$ cat config.mk
export PLATFORM = sky130hd
export DESIGN_NAME = cer_cfg_regs
export DESIGN_NICKNAME = d
export VERILOG_FILES = /design/src/assert_macros.svh /design/src/cer_pkg.sv /design/src/cer_cfg_regs.sv
export SDC_FILE = /design/constraint.sdc
export NUM_CORES = 1
export LEC_CHECK = 0
export BUFFER_PORTS_ARGS = -buffer_cell sky130_fd_sc_hd__clkbuf_2
export CELL_PAD_IN_SITES_DETAIL_PLACEMENT = 1
export CELL_PAD_IN_SITES_GLOBAL_PLACEMENT = 2
export CORE_MARGIN = 3
export CORE_UTILIZATION = 22
export CTS_CLUSTER_DIAMETER = 40
export CTS_CLUSTER_SIZE = 14
export DETAILED_ROUTE_END_ITERATION = 10
export GPL_ROUTABILITY_DRIVEN = 1
export GPL_TIMING_DRIVEN = 0
export PLACE_DENSITY = 0.85
export RECOVER_POWER = 50
export SKIP_CTS_REPAIR_TIMING = 1
export SYNTH_ARGS = -nofsm -noshare
export SYNTH_HDL_FRONTEND = slang
export SYNTH_SLANG_ARGS = --single-unit
$ cat constraint.sdc
create_clock -name clk -period 1 [get_ports clk]
set_input_delay 0.1 -clock clk [delete_from_list [all_inputs] [get_ports clk]]
set_output_delay 0.1 -clock clk [all_outputs]
set_load 0.02 [all_outputs]
$ cat src/assert_macros.svh
// ---------------------------------------------------------------------------
// Assertion macros for the RTL checks of the stream core.
// ---------------------------------------------------------------------------
`ifndef ASSERT_MACROS_SVH
`define ASSERT_MACROS_SVH

// Same-cycle implication, disabled during reset
`define CER_ASSERT_IMPLIES(label, clk, rst, ante, cons, msg) \
  label: assert property (@(posedge clk) disable iff (rst) (ante) |-> (cons)) \
    else $error(msg);

// Next-cycle implication, disabled during reset
`define CER_ASSERT_NEXT(label, clk, rst, ante, cons, msg) \
  label: assert property (@(posedge clk) disable iff (rst) (ante) |=> (cons)) \
    else $error(msg);

`endif

$ cat src/cer_pkg.sv
// ---------------------------------------------------------------------------
// cer_pkg
// Shared types and constants of the 3x3 cross erosion stream core.
// ---------------------------------------------------------------------------
`timescale 1ns / 1ps

package cer_pkg;

  // Field and bus widths
  localparam int PIX_W      = 8;
  localparam int IMG_W_BITS = 11;
  localparam int IMG_H_BITS = 16;
  localparam int ADDR_W     = 3;
  localparam int DATA_W     = 32;

  // Register reset values
  localparam logic [IMG_W_BITS-1:0] RST_IMAGE_WIDTH  = 11'd640;
  localparam logic [IMG_H_BITS-1:0] RST_IMAGE_HEIGHT = 16'd480;

  // Register index, taken from the word address
  typedef enum logic {
    REG_IMAGE_WIDTH  = 1'b0,
    REG_IMAGE_HEIGHT = 1'b1
  } reg_idx_t;

  // Request opcodes
  typedef enum logic {
    OP_PIXEL = 1'b0,
    OP_FLUSH = 1'b1
  } opcode_t;

  // Per-request control decoded from the scan position
  typedef struct packed {
    logic has_result;  // request lies below row 0 and yields a result
    logic interior;    // centre pixel is off the image border
    logic last;        // result belongs to the final pixel of the image
    logic bank;        // line store bank of the current row
  } item_ctrl_t;

  // Neighbourhood read from the line store
  typedef struct packed {
    logic [PIX_W-1:0] left;
    logic [PIX_W-1:0] center;
    logic [PIX_W-1:0] right;
    logic [PIX_W-1:0] above;
  } window_t;

endpackage

$ cat src/cer_cfg_regs.sv
// ---------------------------------------------------------------------------
// cer_cfg_regs
// APB-style register file holding the image geometry.
// ---------------------------------------------------------------------------
`timescale 1ns / 1ps

module cer_cfg_regs (
  input  logic                            clk,
  input  logic                            rst,
  input  logic                            psel,
  input  logic                            penable,
  input  logic                            pwrite,
  input  logic [cer_pkg::ADDR_W-1:0]      paddr,
  input  logic [cer_pkg::DATA_W-1:0]      pwdata,
  output logic [cer_pkg::DATA_W-1:0]      prdata,
  output logic                            pready,
  output logic [cer_pkg::IMG_W_BITS-1:0]  image_width,
  output logic [cer_pkg::IMG_H_BITS-1:0]  image_height
);

  import cer_pkg::*;

  logic     wr_en;
  reg_idx_t idx;

  assign pready = 1'b1;
  assign wr_en  = psel && penable && pwrite && pready;
  assign idx    = reg_idx_t'(paddr[2]);

  // Write the addressed register
  always_ff @(posedge clk) begin
    if (rst) begin
      image_width  <= RST_IMAGE_WIDTH;
      image_height <= RST_IMAGE_HEIGHT;
    end else if (wr_en) begin
      unique case (idx)
        REG_IMAGE_WIDTH:  image_width  <= pwdata[IMG_W_BITS-1:0];
        REG_IMAGE_HEIGHT: image_height <= pwdata[IMG_H_BITS-1:0];
        default: ;
      endcase
    end
  end

  // Read back
  always_comb begin
    unique case (idx)
      REG_IMAGE_WIDTH:  prdata = DATA_W'(image_width);
      REG_IMAGE_HEIGHT: prdata = DATA_W'(image_height);
      default:          prdata = '0;
    endcase
  end

endmodule

==> metrics.yaml <==
grt_pass1_vias: 1200
hold_viol: 0
vias: 1291
power_mw: 2.23
synth.top_cell.area_share_pct: 36.9
die-area_um2: 7670
slew_violations: 0
cts_made_buffers: 3
whs_ns: 0.0588
yosys_warnings: 0
violations: "negative setup slack"
worstPathArrival_ns: 1.01
grt_pass1_wl_um: 6110
layout.cells.most_common: "clkbuf_2"
maxCapViolCount: 0
rsz0062_at_grt: "yes"
critPathSlowestCell: "dfxtp_2"
root_buffer: "clkbuf_8"
clock-sinks: 27
dp_hpwl_um: 3120
drive_gt1_share_pct: 57.7
rows: 29
fill_cells: 752
final_cell_mix: "clkbuf_2 (44), nand2b_1 (36), mux2i_1 (27)"
wl_um: 4200
wl_per_cell_um: 13.2
die_h_um: 87.6
antennaDiodeCount: 0
crit_fanout: 3
critPathKind: "register to output pin"
setup_ws_ns: -0.113
track_usage_pct: 10.2
initial_core_util_pct: 22.9
first_iter_violations: 20
antenna_found_initial: 0
end_kind: "output pin"
ys_ff_latch: 27
yosys-top-cells-area: "dfxtp_1 (37%), mux2i_1 (18%), nand2b_1 (15%)"
status: "complete, but fails checks"
grt_max_degree: 16
clk_latency_ns: 0.27
p_leak_nw: 1.07
cp-start-kind: "register"
portBuffers: 63
core_um2: 6390
ios: 100
syn_area_um2: 1470
synth_cells: 150
min_path_type: "input pin to register"
clk_path_buf_depth: 2
drt_first_pass_iters: 3
ys_seq_area_share_pct: 36.9
path_cells: "mux2_4 -> buf_6"
fin_tns_setup_ns: -1.16
drt-vias-per-instance: 4.06
ctsHtreeMaxLevel: 1
fmax_mhz: 898
synth_cell_types: 15
grt.overflow.total: 0
die_x_um: 87.6
period_share_pct: 111
clock-skew-final_ns: 0
setup_viol: 11
critPathMaxStageDelay_ns: 0.35
ir_worst_vdd_mv: 0.421
area_delta_synth_final_pct: 52.7
yosysTopAreaCell: "dfxtp_1"
p_per_area_nw_per_um2: 999
place.gp.congestion: 0.663
drtAntennaViolNets: 0
critPathRequiredTime_ns: 0.90
fin_nets: 282
fin_cells: 318
cts_tree: "yes"
clkTransAtPathRegs_ns: 0.09
avgSynthCellArea_um2: 9.77
drc_errors: 0
dp.cells: 305
post-route-min-period_ns: 1.11
-- power by group --
part / internal, mW / leakage, nW / total, mW / switching, mW
sequential: 1.10 / 0.226 / 1.12 / 0.0190
clock: 0.279 / 0.0255 / 0.620 / 0.341
combinational: 0.237 / 0.822 / 0.494 / 0.256
-- layout make-up --
type,count,area (um^2),share of cell area (%)
Buffer,27,199,8.89
Multi-Input combinational cell,111,815,36.4
Clock buffer,3,41.3,1.85
Sequential cell,27,573,25.6
Tap cell,77,96.3,4.31
Clock inverter,1,5.00,0.224
Timing Repair Buffer,72,508,22.7
-- logic make-up after synthesis --
group	count (synthesis)	share of synthesized area, %
flip-flops	27	36.9
AND/OR/NAND/NOR	56	22.6
other	2	0.513
multiplexers	38	26.9
buffers and inverters	27	13.1
-- flip-flops by register name (all words and copies together) (netlist names) --
signal,count
image_width,11
image_height,16
-- per-stage QoR --
stage | util, % | cell area, um^2 | worst slack, ns
finish | 35.0 | 2240 | -0.113
global route | 35.0 | 2240 | -0.144
CTS | 31.0 | 1980 | -0.258
detailed placement | 30.3 | 1930 | -0.255
global placement | 30.3 | 1930 | -0.241
floorplan | - | 1520 | 0.120
-- synth_stat cells --
master,number
nand2b_1,36
dfxtp_1,27
mux2i_1,27
buf_4,17
mux2_2,11
nor2_1,11
and2_1,5
clkbuf_1,4
buf_2,3
buf_6,3
conb_1,2
and4_1,1
and4b_1,1
nand4_1,1
nand4b_1,1
-- path summary, 6_finish.rpt --
check        slack (ns)            from               end  depth (start not counted)
max reg2reg        0.27  image_width[9]    image_width[9]                          3
min reg2reg        0.48  image_width[6]    image_width[6]                          2
min                0.06      pwdata[14]  image_height[14]                          3
max               -0.11  image_width[7]         prdata[7]                          2
-- layer usage --
metal	global-route usage [%]	vias up	wire, um
li1	-	639	-
met3	1.98	2	285
met5	0	-	0
met1	13.1	609	1810
met2	17.2	41	2070
met4	3.35	0	29
-- critical path, delay by kind of cell (launching register included) --
kind / cells / cell delay (ns)
multiplexers: 1 / 0.27
flip-flops: 1 / 0.35
buffers and inverters: 1 / 0.13
(Power assumes the default switching activity.)
