[config.mk]
export PLATFORM = sky130hd
export DESIGN_NAME = cer_out_stage
export DESIGN_NICKNAME = d
export VERILOG_FILES = /design/src/assert_macros.svh /design/src/cer_pkg.sv /design/src/cer_out_stage.sv
export SDC_FILE = /design/constraint.sdc
export NUM_CORES = 1
export LEC_CHECK = 0
export BUFFER_PORTS_ARGS = -buffer_cell sky130_fd_sc_hd__buf_4
export CAP_MARGIN = 5
export CELL_PAD_IN_SITES_DETAIL_PLACEMENT = 1
export CELL_PAD_IN_SITES_GLOBAL_PLACEMENT = 1
export CORE_MARGIN = 2
export CORE_UTILIZATION = 31
export DETAILED_ROUTE_END_ITERATION = 8
export PLACE_DENSITY_LB_ADDON = 0.1
export SYNTH_ARGS = -nofsm -noshare
export SYNTH_HDL_FRONTEND = slang
export SYNTH_SLANG_ARGS = --single-unit
[constraint.sdc]
create_clock -name clk -period 2.44 [get_ports clk]
set_clock_uncertainty 0.15 [all_clocks]
set_input_delay 0.122 -clock clk [delete_from_list [all_inputs] [get_ports clk]]
set_output_delay 0.122 -clock clk [all_outputs]
set_load 0.03 [all_outputs]
[src/assert_macros.svh]
// ---------------------------------------------------------------------------
// Assertion macros for the RTL checks of the stream core.
// ---------------------------------------------------------------------------
`ifndef ASSERT_MACROS_SVH
`define ASSERT_MACROS_SVH

// Same-cycle implication, disabled during reset
`define CER_ASSERT_IMPLIES(label, clk, rst, ante, cons, msg) \
  label: assert property (@(posedge clk) disable iff (rst) (ante) |-> (cons)) \
    else $error(msg);

// Next-cycle implication, disabled during reset
`define CER_ASSERT_NEXT(label, clk, rst, ante, cons, msg) \
  label: assert property (@(posedge clk) disable iff (rst) (ante) |=> (cons)) \
    else $error(msg);

`endif

[src/cer_pkg.sv]
// ---------------------------------------------------------------------------
// cer_pkg
// Shared types and constants of the 3x3 cross erosion stream core.
// ---------------------------------------------------------------------------
`timescale 1ns / 1ps

package cer_pkg;

  // Field and bus widths
  localparam int PIX_W      = 8;
  localparam int IMG_W_BITS = 11;
  localparam int IMG_H_BITS = 16;
  localparam int ADDR_W     = 3;
  localparam int DATA_W     = 32;

  // Register reset values
  localparam logic [IMG_W_BITS-1:0] RST_IMAGE_WIDTH  = 11'd640;
  localparam logic [IMG_H_BITS-1:0] RST_IMAGE_HEIGHT = 16'd480;

  // Register index, taken from the word address
  typedef enum logic {
    REG_IMAGE_WIDTH  = 1'b0,
    REG_IMAGE_HEIGHT = 1'b1
  } reg_idx_t;

  // Request opcodes
  typedef enum logic {
    OP_PIXEL = 1'b0,
    OP_FLUSH = 1'b1
  } opcode_t;

  // Per-request control decoded from the scan position
  typedef struct packed {
    logic has_result;  // request lies below row 0 and yields a result
    logic interior;    // centre pixel is off the image border
    logic last;        // result belongs to the final pixel of the image
    logic bank;        // line store bank of the current row
  } item_ctrl_t;

  // Neighbourhood read from the line store
  typedef struct packed {
    logic [PIX_W-1:0] left;
    logic [PIX_W-1:0] center;
    logic [PIX_W-1:0] right;
    logic [PIX_W-1:0] above;
  } window_t;

endpackage

[src/cer_out_stage.sv]
// ---------------------------------------------------------------------------
// cer_out_stage
// Evaluate the erosion for one request and hold the result register.
// ---------------------------------------------------------------------------
`timescale 1ns / 1ps

module cer_out_stage (
  input  logic                         clk,
  input  logic                         rst,
  input  logic                         accept,
  input  cer_pkg::item_ctrl_t          ctrl_in,
  input  logic [cer_pkg::PIX_W-1:0]    pix_in,
  input  cer_pkg::window_t             window,
  output logic                         in_ready,
  output logic [cer_pkg::PIX_W-1:0]    eroded_value,
  output logic                         last_pixel,
  output logic                         out_valid,
  input  logic                         out_ready
);

  import cer_pkg::*;

  logic             s1_valid;
  item_ctrl_t       s1_ctrl;
  logic [PIX_W-1:0] s1_pix;
  logic             s1_adv;
  logic             load;
  logic             keep;
  logic [PIX_W-1:0] res;

  // Advance when the result register is free, or drop a request with no result
  assign s1_adv   = s1_valid && (!s1_ctrl.has_result || !out_valid || out_ready);
  assign in_ready = !s1_valid || s1_adv;
  assign load     = s1_adv && s1_ctrl.has_result;

  // Keep the centre only if it is off the border and it and all four neighbours are nonzero
  always_comb begin
    keep = s1_ctrl.interior && (window.center != '0) && (window.left != '0) &&
           (window.right != '0) && (window.above != '0) && (s1_pix != '0);
    res  = keep ? window.center : '0;
  end

  // Evaluation stage
  always_ff @(posedge clk) begin
    if (rst) begin
      s1_valid <= 1'b0;
    end else if (accept) begin
      s1_valid <= 1'b1;
    end else if (s1_adv) begin
      s1_valid <= 1'b0;
    end
  end

  always_ff @(posedge clk) begin
    if (accept) begin
      s1_ctrl <= ctrl_in;
      s1_pix  <= pix_in;
    end
  end

  // Result register
  always_ff @(posedge clk) begin
    if (rst) begin
      out_valid <= 1'b0;
    end else if (load) begin
      out_valid <= 1'b1;
    end else if (out_ready) begin
      out_valid <= 1'b0;
    end
  end

  always_ff @(posedge clk) begin
    if (load) begin
      eroded_value <= res;
      last_pixel   <= s1_ctrl.last;
    end
  end

endmodule

==> results.py <==
metrics = {
    "clock_tree": {
        "root_buffer": "clkbuf_4",
        "clock_latency_ns": 0.30,
        "htreeDepth": 1,
        "post_cts_buffers": 0,
        "path_clk_slew_ns": 0.13,
        "cts_sinks": 22,
        "numCtsBuffers": 3,
        "cts_max_path_buffers": 2,
        "cts_tree": "done",
    },
    "pwr": {
        "p_int_uw": 609,
        "finalPower_uw": 775,
        "power.share.switching": 0.214,
        "ir_drop_uv": 409,
        "seqPwrFrac": 0.573,
        "combPwrFrac": 0.170,
        "p_switching_uw": 166,
        "clkPwrFrac": 0.257,
        "p_leak_uw": 0.000654,
        "powerDensity_nw_per_um2": 506,
    },
    "timing": {
        "min_period_ns": 1.65,
        "fin_tns_setup_ns": 0,
        "slew_violations": 0,
        "fmax_mhz": 605,
        "setup_ws_ns": 0.788,
        "fin_crit_sh": 0.677,
        "setup_viol": 0,
        "relSlewSlack": 0.513,
        "finalHoldViolCount": 0,
        "rsz0062_at_grt": "no",
        "tightest_slew_ns": 0.728,
    },
    "logic_synthesis": {
        "syn_inst": 62,
        "synthesis.nets": 110,
        "synth-adder-area-share": 0,
        "avgSynthCellArea_um2": 13.6,
        "synth-xor-area-share": 0,
        "synth_area_leaders": "edfxtp_1, nor4_1, nand3_1",
        "netlist.area_leader.share": 0.714,
        "ys_seq_area_frac": 0.762,
        "synth_largest_area_cell": "edfxtp_1",
        "synth-seq-cells": 22,
        "yosys.area_share.simple": 0.222,
        "synthDistinctLibCells": 10,
        "yosysMostFrequentCell": "edfxtp_1",
        "yosys_warnings": 0,
        "synth_compound_area_frac": 0.0119,
        "syn_area_um2": 841,
        "synth-async-reset-ratio": 0,
        "synth_top_family_by_area": "simple AND/OR/NAND/NOR gates",
        "synth_edf_count": 20,
        "synth_common_cells": "edfxtp_1, nor2_1, nor4_1",
        "synthMuxAreaShare": 0,
        "synthFlopType": "edfxtp_1",
    },
    "detailed_routing": {
        "drt-total-wl_um": 2400,
        "drc": 0,
        "drtIter0Drc": 13,
        "drt.antenna.violating_nets": 0,
        "post_drt_via_cell_ratio": 4.67,
        "dr.pass1.iters": 3,
        "num_vias": 804,
        "wire_per_inst_um": 13.9,
    },
    "finish": {
        "antenna_cells": 0,
        "synthToLayoutAreaGrowth_pct": 82.3,
        "fin_cells": 172,
        "fin_nets": 191,
        "drive_above_1_share": 0.437,
        "design_area_um2": 1530,
    },
    "global_route": {
        "grt_start_max_net_pins": 13,
        "grt_pass1_vias": 933,
        "grtUsageTotal": 0.170,
        "grt-ovfl-total": 0,
        "grt_pass1_wl_um": 4140,
        "antenna_found_initial": 0,
    },
    "setup_path": {
        "path_max_fanout": 3,
        "cp-end-kind": "flop",
        "worst-setup-path-type": "flop to flop",
        "crit_required_ns": 2.55,
        "worst_setup_path_start_kind": "flop",
        "worstPathArrival_ns": 1.76,
        "rr_worst_depth": 4,
    },
    "place": {
        "placedCellCount": 149,
        "dpl_worst_slack_ns": 0.882,
        "portBuffers": 57,
        "place_congestion": 0.711,
        "placed_cell_area_um2": 1310,
    },
    "floorplanning": {
        "initial_core_util": 0.333,
        "die_width_um": 56.1,
        "die_height_um": 56.1,
        "rows": 18,
        "dieArea_um2": 3140,
        "core_area_um2": 2520,
        "num_io_pins": 59,
    },
    "status": {
        "status": "completed",
    },
    "flow_run": {
        "max_cap_violations": 0,
    },
    "worst_hold_path": {
        "hp-class": "input pin to flop",
        "min_path_cells": 3,
    },
}
kinds of logic (layout without fill, tap and decap cells):
| logic type | count (synthesis) | after routing |
|---|---|---|
| AO/OA/AOI/OAI | 2 | 2 |
| buffers and inverters | 1 | 81 |
| flip-flops | 22 | 22 |
| AND/OR/NAND/NOR | 37 | 37 |
power by group through the flow:
| stage | combinational (µW) | sequential, µW | clock, µW |
|---|---|---|---|
| after floorplan | 17.3 | 464 | 0 |
| after global placement | 103 | 451 | 0 |
| after detailed placement | 107 | 453 | 0 |
| after CTS | 131 | 444 | 202 |
| after global routing | 144 | 446 | 224 |
| final | 132 | 444 | 200 |
registers in the layout, summed over array words and instances (netlist names):
register / count
s1_pix: 8
eroded_value: 8
s1_valid: 1
out_valid: 1
s1_ctrl: 3
last_pixel: 1
what timing repair did:
item	in CTS	in global routing
resized for setup	0	0
hold buffers	19	0
hold endpoints to repair	29	0
worst max-delay path, cell delays in order (launching register included):
cell	delay [ns]
dfxtp_1	0.35
nor2b_1	0.24
nand3_1	0.13
a21oi_1	0.16
dlygate4sd3_1	0.57
stage by stage:
step	hold slack (ns)	utilization
after global routing	0.0245	0.608
after floorplan	0.0411	-
after global placement	0.139	0.518
after detailed placement	0.142	0.518
after CTS	0.0166	0.608
final	0.00967	0.608
layout by cell type (no fill, tap or decap):
cell	instances
buf_4	57
edfxtp_1	20
dlygate4sd3_1	19
nor2_1	10
nor4_1	10
nand3_1	9
nand2_1	6
clkbuf_4	3
a21oi_1	2
dfxtp_1	2
nor2b_1	1
nand4_2	1
inv_1	1
clkbuf_8	1
metal layers:
metal  GRT usage  routed length, µm
met5           0                  0
met2       0.324               1420
met4      0.0748                 29
met3      0.0326                105
met1       0.178                848
final timing paths:
path	from	end	slack, ns
hold reg to reg	s1_ctrl[1]	last_pixel	0.30
setup / recovery	out_valid	s1_valid	0.79
setup reg to reg	out_valid	s1_valid	0.79
hold / removal	window[21]	eroded_value[5]	0.01
layout make-up:
type | count | area, µm²
fill | 272 | 990
sequential | 22 | 641
timing repair buffer | 76 | 618
multi-input combinational | 39 | 196
tap | 30 | 37.5
clock buffer | 4 | 36.3
inverter | 1 | 3.75
(Power assumes the default switching activity.)
