## src/assert_macros.svh

```systemverilog
// ---------------------------------------------------------------------------
// Assertion macros for the RTL checks of the stream core.
// ---------------------------------------------------------------------------
`ifndef ASSERT_MACROS_SVH
`define ASSERT_MACROS_SVH

// Same-cycle implication, disabled during reset
`define CER_ASSERT_IMPLIES(label, clk, rst, ante, cons, msg) \
  label: assert property (@(posedge clk) disable iff (rst) (ante) |-> (cons)) \
    else $error(msg);

// Next-cycle implication, disabled during reset
`define CER_ASSERT_NEXT(label, clk, rst, ante, cons, msg) \
  label: assert property (@(posedge clk) disable iff (rst) (ante) |=> (cons)) \
    else $error(msg);

`endif

```

## src/cer_pkg.sv

```systemverilog
// ---------------------------------------------------------------------------
// cer_pkg
// Shared types and constants of the 3x3 cross erosion stream core.
// ---------------------------------------------------------------------------
`timescale 1ns / 1ps

package cer_pkg;

  // Field and bus widths
  localparam int PIX_W      = 8;
  localparam int IMG_W_BITS = 11;
  localparam int IMG_H_BITS = 16;
  localparam int ADDR_W     = 3;
  localparam int DATA_W     = 32;

  // Register reset values
  localparam logic [IMG_W_BITS-1:0] RST_IMAGE_WIDTH  = 11'd640;
  localparam logic [IMG_H_BITS-1:0] RST_IMAGE_HEIGHT = 16'd480;

  // Register index, taken from the word address
  typedef enum logic {
    REG_IMAGE_WIDTH  = 1'b0,
    REG_IMAGE_HEIGHT = 1'b1
  } reg_idx_t;

  // Request opcodes
  typedef enum logic {
    OP_PIXEL = 1'b0,
    OP_FLUSH = 1'b1
  } opcode_t;

  // Per-request control decoded from the scan position
  typedef struct packed {
    logic has_result;  // request lies below row 0 and yields a result
    logic interior;    // centre pixel is off the image border
    logic last;        // result belongs to the final pixel of the image
    logic bank;        // line store bank of the current row
  } item_ctrl_t;

  // Neighbourhood read from the line store
  typedef struct packed {
    logic [PIX_W-1:0] left;
    logic [PIX_W-1:0] center;
    logic [PIX_W-1:0] right;
    logic [PIX_W-1:0] above;
  } window_t;

endpackage

```

## src/cer_scan_ctrl.sv

```systemverilog
// ---------------------------------------------------------------------------
// cer_scan_ctrl
// Raster position counters and per-request control decode.
// ---------------------------------------------------------------------------
`timescale 1ns / 1ps

module cer_scan_ctrl #(
  parameter int MAX_WIDTH = 1024
) (
  input  logic                            clk,
  input  logic                            rst,
  input  logic [cer_pkg::IMG_W_BITS-1:0]  image_width,
  input  logic [cer_pkg::IMG_H_BITS-1:0]  image_height,
  input  logic                            accept,
  input  logic                            opcode,
  input  logic [cer_pkg::PIX_W-1:0]       pixel_value,
  output logic [$clog2(MAX_WIDTH)-1:0]    col,
  output cer_pkg::item_ctrl_t             ctrl,
  output logic [cer_pkg::PIX_W-1:0]       pix
);

  import cer_pkg::*;

  localparam int AW   = $clog2(MAX_WIDTH);
  localparam int MW_B = $clog2(MAX_WIDTH + 1);
  localparam int WW   = (IMG_W_BITS > MW_B) ? IMG_W_BITS : MW_B;
  localparam int HW   = IMG_H_BITS;

  logic [AW-1:0] column, column_next;
  logic [HW-1:0] row, row_next;

  logic [WW-1:0] eff_w;
  logic [HW-1:0] eff_h;
  logic          wrap;
  logic [HW:0]   row_inc;
  logic [HW:0]   row_adv;
  logic [HW-1:0] r;
  logic [WW-1:0] c_plus1;

  // Clamp the geometry to what the store can hold; a zero size counts as one
  always_comb begin
    if (image_width == '0) begin
      eff_w = WW'(1);
    end else if (WW'(image_width) > WW'(MAX_WIDTH)) begin
      eff_w = WW'(MAX_WIDTH);
    end else begin
      eff_w = WW'(image_width);
    end
    eff_h = (image_height == '0) ? HW'(1) : image_height;
  end

  // Settle the position after a geometry change
  always_comb begin
    wrap    = WW'(column) >= eff_w;
    row_inc = {1'b0, row} + (HW+1)'(wrap);
    r       = (row_inc > {1'b0, eff_h}) ? '0 : row_inc[HW-1:0];
    col     = wrap ? '0 : column;
    c_plus1 = WW'(col) + WW'(1);
  end

  // Decode the request's role in the image
  always_comb begin
    ctrl.has_result = r != '0;
    ctrl.interior   = (col != '0) && (c_plus1 < eff_w) && (r != HW'(1)) && (r < eff_h);
    ctrl.last       = (r == eff_h) && (c_plus1 == eff_w);
    ctrl.bank       = r[0];
    pix             = (opcode == OP_FLUSH) ? '0 : pixel_value;
  end

  // Advance to the next raster position
  always_comb begin
    row_adv = {1'b0, r} + (HW+1)'(1);
    if (c_plus1 >= eff_w) begin
      column_next = '0;
      row_next    = (row_adv > {1'b0, eff_h}) ? '0 : row_adv[HW-1:0];
    end else begin
      column_next = c_plus1[AW-1:0];
      row_next    = r;
    end
  end

  always_ff @(posedge clk) begin
    if (rst) begin
      column <= '0;
      row    <= '0;
    end else if (accept) begin
      column <= column_next;
      row    <= row_next;
    end
  end

endmodule

```

## config.mk

```make
export PLATFORM = sky130hd
export DESIGN_NAME = cer_scan_ctrl
export DESIGN_NICKNAME = d
export VERILOG_FILES = /design/src/assert_macros.svh /design/src/cer_pkg.sv /design/src/cer_scan_ctrl.sv
export SDC_FILE = /design/constraint.sdc
export NUM_CORES = 1
export LEC_CHECK = 0
export ABC_AREA = 1
export BUFFER_PORTS_ARGS = -buffer_cell sky130_fd_sc_hd__buf_4
export CORE_UTILIZATION = 59
export CTS_CLUSTER_DIAMETER = 100
export DETAILED_ROUTE_END_ITERATION = 12
export GPL_TIMING_DRIVEN = 0
export PLACE_DENSITY_LB_ADDON = 0.15
export SLEW_MARGIN = 5
export SYNTH_ARGS = -nofsm -noshare
export SYNTH_HDL_FRONTEND = slang
export SYNTH_SLANG_ARGS = --single-unit
```

## constraint.sdc

```tcl
create_clock -name clk -period 18.09 [get_ports clk]
set_input_delay 1.809 -clock clk [delete_from_list [all_inputs] [get_ports clk]]
set_output_delay 1.809 -clock clk [all_outputs]
set_load 0.01 [all_outputs]
```

==> results of run 1 <==
==> how the worst max path moves through the flow <==
| stage | end | slack, ns | from |
|---|---|---|---|
| floorplan | ctrl[2] | 9.09 | image_width[6] |
| global placement | ctrl[2] | 7.76 | image_width[6] |
| detailed placement | ctrl[2] | 7.60 | image_width[6] |
| CTS | ctrl[2] | 7.59 | image_width[6] |
| global route | ctrl[2] | 6.84 | image_width[6] |
| finish | ctrl[2] | 7.37 | image_width[6] |
==> layout by cell type (no fill, tap or decap), types with 8 or more instances in the layout <==
cell / n
nand4_1: 16
nand3_1: 25
nand2_1: 138
nor2_1: 57
nor2_2: 11
a21oi_1: 53
inv_1: 116
buf_4: 59
o21ai_0: 32
inv_2: 8
xor2_1: 22
nand2_2: 11
dfxtp_1: 26
ha_1: 75
==> per-stage QoR <==
stage	std cells	instance area, µm²	setup WS (ns)
after floorplan	658	4167	9.085
after global placement	813	4730	7.758
after detailed placement	813	4730	7.602
after CTS	817	4785	7.589
after global routing	817	4785	6.838
final	817	4785	7.371
==> logic make-up after synthesis <==
group | count (synthesis) | share of synthesized area [%]
DFF | 26 | 12.49
and+or+nand+nor | 291 | 32.61
AOI/OAI and AO/OA | 103 | 13.39
xor gates and xnor gates | 28 | 6.427
adders and majority gates | 75 | 22.52
buffers and inverters | 135 | 12.55
==> registers in the layout, indices dropped and copies added, names as in the netlist <==
register	cells
row	16
column	10
==> metal layers <==
metal / vias to the layer above / wire, µm
li1: 2258 / -
met1: 2066 / 5648
met2: 173 / 5392
met3: 19 / 924
met4: 0 / 196
met5: - / 0
==> power groups by stage <==
stage	clock network [W]	logic (W)	registers, W
after floorplan	0	0.0000413	0.0000615
after global placement	0	0.0000630	0.0000618
after detailed placement	0	0.0000654	0.0000619
after CTS	0.0000399	0.0000658	0.0000606
after global routing	0.0000425	0.0000751	0.0000608
final	0.0000396	0.0000670	0.0000607
==> area by class of cell <==
| class | count | area (µm²) |
|---|---|---|
| inverter | 126 | 473.0 |
| buffer | 9 | 50.05 |
| timing repair buffer | 59 | 442.9 |
| sequential | 26 | 520.5 |
| clock buffer | 4 | 55.05 |
| multi-input combinational | 497 | 3123 |
| fill | 636 | 2009 |
| tap | 96 | 120.1 |
==> worst max-delay path: cells and delay by family <==
family	cells	cell delay, ns
buffers and inverters	8	1.06
XOR/XNOR	1	0.47
AO/OA/AOI/OAI	7	0.88
adder cells (fa/ha/maj)	5	1.29
AND/OR/NAND/NOR	19	3.39
==> results.txt, run 1 <==
reg2reg end: row[3]
die area: 0.007402 mm²
hold path startpoint: column[0]
post-CTS setup buffers: 0
total power: 0.0001672 W
post-synth top area cell: ha_1
skew final: 0.005262 ns
Detailed Place HPWL: 10230 µm
Least-Margin Pin Slew: 0.6542 ns
fmax: 93.29 MHz
latest clock arrival within the worst-skew pair: 0.28 ns
switching pwr: 0.00006277 W
CP max FO: 10
Max stage delay on crit path: 0.57 ns
worst hold path class: reg2reg
Final Cycle Share: 59.25%
final setup fails: 0
most numerous cell in the Yosys netlist: nand2_1
post-synth top area share: 22.52%
Setup CP Type: in2out
Pwr Density: 34.95 mW/mm²
antenna cell count: 0
global route overflow: 0
Core ar.: 0.006794 mm²
Avg WL per Cell: 14.88 µm
critical path launch point type: primary input
#FFs+latches synth: 26
RSZ-0062 raised after global routing: false
Inserted Clock Buffers: 3
met3 GRT Util: 5.101%
Worst R2R Setup Slack: 9.95 ns
Sw Share: 37.54%
Comb power frac: 40.1%
WP data arrival: 8.91 ns
GR Util met2: 57.00%
Detailed Route Iter0 Violations: 306
Clk pwr share: 23.7%
CTS-repair resized insts: 0
drt drc: 0
Synth Flop Type: dfxtp_1
depth of the worst register-to-register path: 43
Ys Warns: 0
area grow syn2layout: 14.83%
crit end category: output port
Post-synth top cells: nand2_1, inv_1, ha_1
Max IR drop VDD: 0.03199 mV
P_leak: 2.560 nW
IO buf count: 59
Hold Slack: 0.4742 ns
hold buffers post-CTS: 0
Clock Path Buffers: 2
Post-Syn Instances: 658
most used routing layer: met2
Netlist Area Pre-Place: 0.004166 mm²
via count: 4516
Cells on Worst Hold Path: 2
CP max stage cell: or4_1
Die Width: 86.04 µm
Hold Violations, Final: 0
initial antenna violation count: 0
CTS clk-pin slew, worst paths: 0.09 ns
sequential-to-total area share from yosys stat: 12.49%
site row count: 30
Netlist cell types: 43
Initial Util: 61.33%
first-pass GRT wire length: 20000 µm
gpl congestion: 1.019
die span in y: 86.04 µm
Max Cap Viol: 0
CTS sink count: 26
ANT nets after route: 0
Worst slew margin: 55.82%
worst path required time: 16.28 ns
Mapped Avg Cell Area: 6.332 µm²
met1 usage: 47.29%
WHS Endpoint: column[0]
Total GRT Usage: 34.32%
H-tree depth: 1
Async SR Flop Fraction: 0%
DR vias/cell: 5.528
WL final: 12160 µm
RR Startpoint: column[6]
CP most frequent cell: nand2_1
NumNets Final: 836
Core Util, Final: 70.42%
Period minus WS final: 10.72 ns
vias in the first global route: 4221
CTS tree: done
setup total negative slack: 0 ns
Slew Limit Fails: 0
Top Ports: 61
share of post-route cells with drive strength above 1: 15.95%
Area contributors post-synth: ha_1, dfxtp_1, nand2_1
status: finished, final reports clean
CTS root buf: clkbuf_8
Post-synth EDFFs: 0
pin count of the biggest net entering global routing: 15
TritonRoute pass-1 iters: 5
internal power: 0.0001044 W
syn nets: 772
part of the power in registers: 36.3%
Note: power is estimated with default switching activity, not from simulation.
==> inputs of run 2 (changes only) <==
- CORE_UTILIZATION: 59 -> 54
- clock period: 18.09 -> 8.7 ns (I/O delays scaled with it)
==> results.txt, run 2 (synthesized netlist as in run 1, its figures left out) <==
status: finished, final reports clean
die span in y: 89.84 µm (+4.4%)
Max IR drop VDD: 0.06920 mV (+120%)
Least-Margin Pin Slew: 0.6651 ns (+0.01086 ns)
depth of the worst register-to-register path: 45 (+4.7%)
critical path launch point type: primary input
WL final: 12560 µm (+3.3%)
Final Cycle Share: 95.74%
hold path startpoint: column[0]
Inserted Clock Buffers: 3 (unchanged)
CP max FO: 10 (unchanged)
Sw Share: 37.82% (+0.28 points)
Detailed Route Iter0 Violations: 303 (-0.98%)
Clk pwr share: 23.0% (-0.7 points)
Pwr Density: 70.82 mW/mm² (+100%)
RR Startpoint: column[8]
worst hold path class: reg2reg
internal power: 0.0002200 W (+110%)
Period minus WS final: 8.330 ns
TritonRoute pass-1 iters: 5 (unchanged)
Worst R2R Setup Slack: 1.50 ns (-8.45 ns)
most common cell after layout, fill and taps aside: nand2_1
post-route cell area: 0.004996 mm² (+4.4%)
hold buffers post-CTS: 0 (unchanged)
initial antenna violation count: 0 (unchanged)
NumNets Final: 842 (+0.72%)
first-pass GRT wire length: 20510 µm (+2.6%)
IO buf count: 59 (unchanged)
via count: 4581 (+1.4%)
CTS clk-pin slew, worst paths: 0.10 ns (about the same)
P_leak: 2.607 nW (+1.9%)
number of flip-flops under the largest register name: 16 (unchanged)
CP max stage cell: or4_4
Slew Limit Fails: 0 (unchanged)
Cell Area, Placed: 0.004733 mm² (about the same)
share of post-route cells with drive strength above 1: 19.67% (+3.7 points)
antenna cell count: 0 (unchanged)
Setup CP Type: in2out
Total GRT Usage: 31.07% (-3.3 points)
vias in the first global route: 4329 (+2.6%)
latest clock arrival within the worst-skew pair: 0.27 ns (about the same)
Top Ports: 61 (unchanged)
Core Util, Final: 67.79% (-2.6 points)
fmax: 120.1 MHz
site row count: 31 (+3.3%)
Top reg by flops: row
CTS sink count: 26 (unchanged)
Die Width: 89.84 µm (+4.4%)
WP data arrival: 7.46 ns (-1.45 ns)
skew final: 0.003377 ns (-0.001885 ns)
Hold Violations, Final: 0 (unchanged)
area grow syn2layout: 19.91%
CTS root buf: clkbuf_8
CTS tree: done
final setup fails: 0 (unchanged)
reg2reg end: row[7]
largest registers: row x16, column x10
Initial Util: 56.54% (-4.8 points)
worst setup path start: image_width[6]
pin count of the biggest net entering global routing: 15 (unchanged)
H-tree depth: 1 (unchanged)
global route overflow: 0 (unchanged)
Worst slew margin: 55.08% (-0.73 points)
ANT nets after route: 0 (unchanged)
Max Cap Viol: 0 (unchanged)
Clock Path Buffers: 2 (unchanged)
CP most frequent cell: nand2_1
highest-count cells in the layout ignoring fill and taps: nand2_1, inv_1, ha_1
Comb power frac: 41.3% (+1.2 points)
switching pwr: 0.0001338 W (+110%)
drt drc: 0 (unchanged)
worst path required time: 7.83 ns (-8.45 ns)
gpl congestion: 0.9836 (-3.5%)
crit end category: output port
WHS Endpoint: column[0]
Detailed Place HPWL: 10350 µm (+1.1%)
die area: 0.008071 mm² (+9.0%)
part of the power in registers: 35.7% (-0.6 points)
DR vias/cell: 5.546 (+0.33%)
Avg WL per Cell: 15.20 µm (+2.1%)
Max stage delay on crit path: 0.58 ns (about the same)
Core ar.: 0.007370 mm² (+8.5%)
Cells on Worst Hold Path: 2 (unchanged)
-- run 2: routing by layer --
layer  track usage (%)  wire length, µm  share of wire (%)  up-vias
met5                 0                0                  0        -
met4             7.787              242                1.9        0
met3             4.569              936                7.5       21
met2             49.87             5584                 44      185
met1             43.46             5794                 46     2102
li1                  -                -                  -     2273
-- run 2: worst max-delay path, delay by kind of cell --
family / cells / cell delay (ns)
adder cells (fa/ha/maj): 5 / 1.14
buffers and inverters: 10 / 1.10
XOR/XNOR: 1 / 0.26
AO/OA/AOI/OAI: 7 / 0.93
AND/OR/NAND/NOR: 21 / 3.16
-- run 2: cell type report --
type	instances	area, µm²
Multi-Input combinational cell	498	3273
Fill cell	668	2374
Sequential cell	26	520.5
Timing Repair Buffer	64	480.5
Inverter	126	475.5
Tap cell	99	123.9
Buffer	9	67.56
Clock buffer	4	55.05
-- run 2: timing repair --
action / CTS / global route
endpoints found under the setup margin: 17 / 18
gates cloned: 0 / 1
pin swaps: 0 / 10
setup buffers: 0 / 5
resized for setup: 5 / 32
-- run 2: worst max path at each step --
stage,endpoint,depth (start not counted)
after floorplan,row[3],48
after global placement,row[4],51
after detailed placement,row[4],48
after CTS,row[4],51
after global routing,row[7],50
final,ctrl[2],44
-- run 2: through the flow --
| step | setup slack, ns | std cells | setup TNS [ns] | hold slack [ns] | total power [W] |
|---|---|---|---|---|---|
| 3_3_place_gp | -0.4118 | 816 | -5.616 | 0.4568 | 0.0002608 |
| 5_1_grt | -0.1527 | 826 | -1.454 | 0.5049 | 0.0003754 |
| 3_5_place_dp | -0.5559 | 816 | -7.921 | 0.4613 | 0.0002646 |
| 4_1_cts | 0.04688 | 820 | 0 | 0.4748 | 0.0003441 |
| 2_1_floorplan | 1.189 | 658 | 0 | 0.4453 | 0.0002137 |
| 6_report | 0.3702 | 826 | 0 | 0.4792 | 0.0003538 |
-- run 2: power groups by stage --
stage	Combinational, W	Clock, W	Sequential [W]
3_3_place_gp	0.000132	0	0.000129
2_1_floorplan	0.0000859	0	0.000128
3_5_place_dp	0.000136	0	0.000129
6_report	0.000146	0.0000813	0.000126
4_1_cts	0.000137	0.0000809	0.000126
5_1_grt	0.000163	0.0000861	0.000127
==> inputs of run 3 (changes only) <==
- REMOVE_ABC_BUFFERS: not set -> 1
==> results.txt, run 3 (synthesized netlist as in run 1, its figures left out) <==
Cell Area, Placed: 0.004691 mm² (-0.90%)
share of post-route cells with drive strength above 1: 17.69% (-2.0 points)
Worst slew margin: 53.14% (-1.9 points)
non-filler cells, final: 817 (-1.1%)
Cells after DPL: 808 (-0.98%)
status: finished, final reports clean
Setup CP Type: in2reg
met1 usage: 39.78% (-3.7 points)
skew final: 0.007132 ns (+0.003754 ns)
number of flip-flops under the largest register name: 16 (unchanged)
worst hold path class: reg2reg
Pwr Density: 71.24 mW/mm² (+0.59%)
site row count: 31 (unchanged)
Top reg by flops: row
post-route cell area: 0.004841 mm² (-3.1%)
Max stage delay on crit path: 0.59 ns (about the same)
highest-count cells in the layout ignoring fill and taps: nand2_1, inv_1, ha_1
die area: 0.008071 mm² (unchanged)
Detailed Route Iter0 Violations: 233 (-23%)
hold buffers post-CTS: 0 (unchanged)
Top Ports: 61 (unchanged)
IO buf count: 60 (+1.7%)
Final Cycle Share: 94.19% (-1.6 points)
vias in the first global route: 4132 (-4.6%)
pin count of the biggest net entering global routing: 23 (+8)
first-pass GRT wire length: 19020 µm (-7.3%)
TritonRoute pass-1 iters: 4 (-1)
crit end category: flip-flop
most used routing layer: met2
die span in y: 89.84 µm (unchanged)
WL final: 11560 µm (-8.0%)
P_leak: 2.575 nW (-1.3%)
DR vias/cell: 5.337 (-3.8%)
Detailed Place HPWL: 9789 µm (-5.4%)
WP data arrival: 8.41 ns (+0.95 ns)
Hold Violations, Final: 0 (unchanged)
Inserted Clock Buffers: 3 (unchanged)
NumNets Final: 833 (-1.1%)
Core ar.: 0.007370 mm² (unchanged)
CTS tree: done
Max Cap Viol: 0 (unchanged)
Total GRT Usage: 28.76% (-2.3 points)
CP max FO: 13 (+3)
drt drc: 0 (unchanged)
Avg WL per Cell: 14.15 µm (-6.9%)
depth of the worst register-to-register path: 44 (-2.2%)
final setup fails: 0 (unchanged)
CP max stage cell: or4_1
ANT nets after route: 0 (unchanged)
critical path launch point type: primary input
Max IR drop VDD: 0.06384 mV (-7.7%)
H-tree depth: 1 (unchanged)
Least-Margin Pin Slew: 0.6938 ns (+0.02874 ns)
GR Util met2: 47.12% (-2.8 points)
most common cell after layout, fill and taps aside: nand2_1
CTS sink count: 26 (unchanged)
CTS clk-pin slew, worst paths: 0.09 ns (about the same)
met3 GRT Util: 3.384% (-1.2 points)
Initial Util: 56.54% (unchanged)
Die Width: 89.84 µm (unchanged)
Clock Path Buffers: 2 (unchanged)
CP most frequent cell: nand2_1
CTS root buf: clkbuf_8
via count: 4360 (-4.8%)
largest registers: row x16, column x10
Slew Limit Fails: 0 (unchanged)
setup total negative slack: 0 ns (unchanged)
gpl congestion: 0.9674 (-1.6%)
worst path required time: 8.91 ns (+1.08 ns)
Cells on Worst Hold Path: 2 (unchanged)
Core Util, Final: 65.69% (-2.1 points)
Period minus WS final: 8.195 ns (-0.1351 ns)
initial antenna violation count: 0 (unchanged)
global route overflow: 0 (unchanged)
antenna cell count: 0 (unchanged)
latest clock arrival within the worst-skew pair: 0.28 ns (about the same)
fmax: 122.0 MHz (+1.6%)
area grow syn2layout: 16.19%
run 3: cell count changes in the layout (fill, tap and decap cells not counted), sizes merged:
cell,change
clkbuf,-6
nand2,-1
buf,-2
run 3: layout make-up:
cell class / count / area [µm²]
well taps: 99 / 123.9
fillers: 728 / 2529
clock buffers: 4 / 55.05
repair buffers: 65 / 488.0
flip-flops and latches: 26 / 520.5
multi-input cells: 497 / 3181
inverters: 126 / 473.0
run 3: worst max-delay path, delay by kind of cell:
kind,cells,cell delay [ns]
buf+inv,5,0.59
fa+ha+maj,6,1.51
simple gates,31,4.39
xor+xnor,2,0.43
compound gates,5,0.60
run 3: worst paths after layout:
check                       from        end  slack (ns)
setup / recovery  image_width[6]     row[7]        0.51
hold / removal         column[0]  column[0]        0.48
setup reg to reg       column[6]     row[7]        1.56
hold reg to reg        column[0]  column[0]        0.48
run 3: metal layers:
layer	part of all wire (%)	routed length, µm
met1	49	5636
met2	45	5147
met3	4.5	521
met4	2.2	252
met5	0	0
run 3: stage by stage:
step / total power (W) / hold WS [ns] / setup slack [ns]
3_3_place_gp: 0.0002565 / 0.4550 / -0.5170
4_1_cts: 0.0003431 / 0.4807 / 0.09563
5_1_grt: 0.0003673 / 0.5111 / -0.04520
2_1_floorplan: 0.0002095 / 0.4393 / 1.010
6_report: 0.0003449 / 0.4757 / 0.5053
3_5_place_dp: 0.0002605 / 0.4668 / -0.6551
run 3: repair_timing:
action,CTS,global route
pin swaps,0,2
setup endpoints to repair,17,17
gates resized for setup,5,8
setup buffers,0,5
run 3: power by group:
part           internal [W]  leakage (nW)  switching [W]
sequential         0.000122         0.211     0.00000378
combinational     0.0000538          2.33      0.0000828
clock             0.0000405        0.0288      0.0000415
total              0.000217          2.57       0.000128
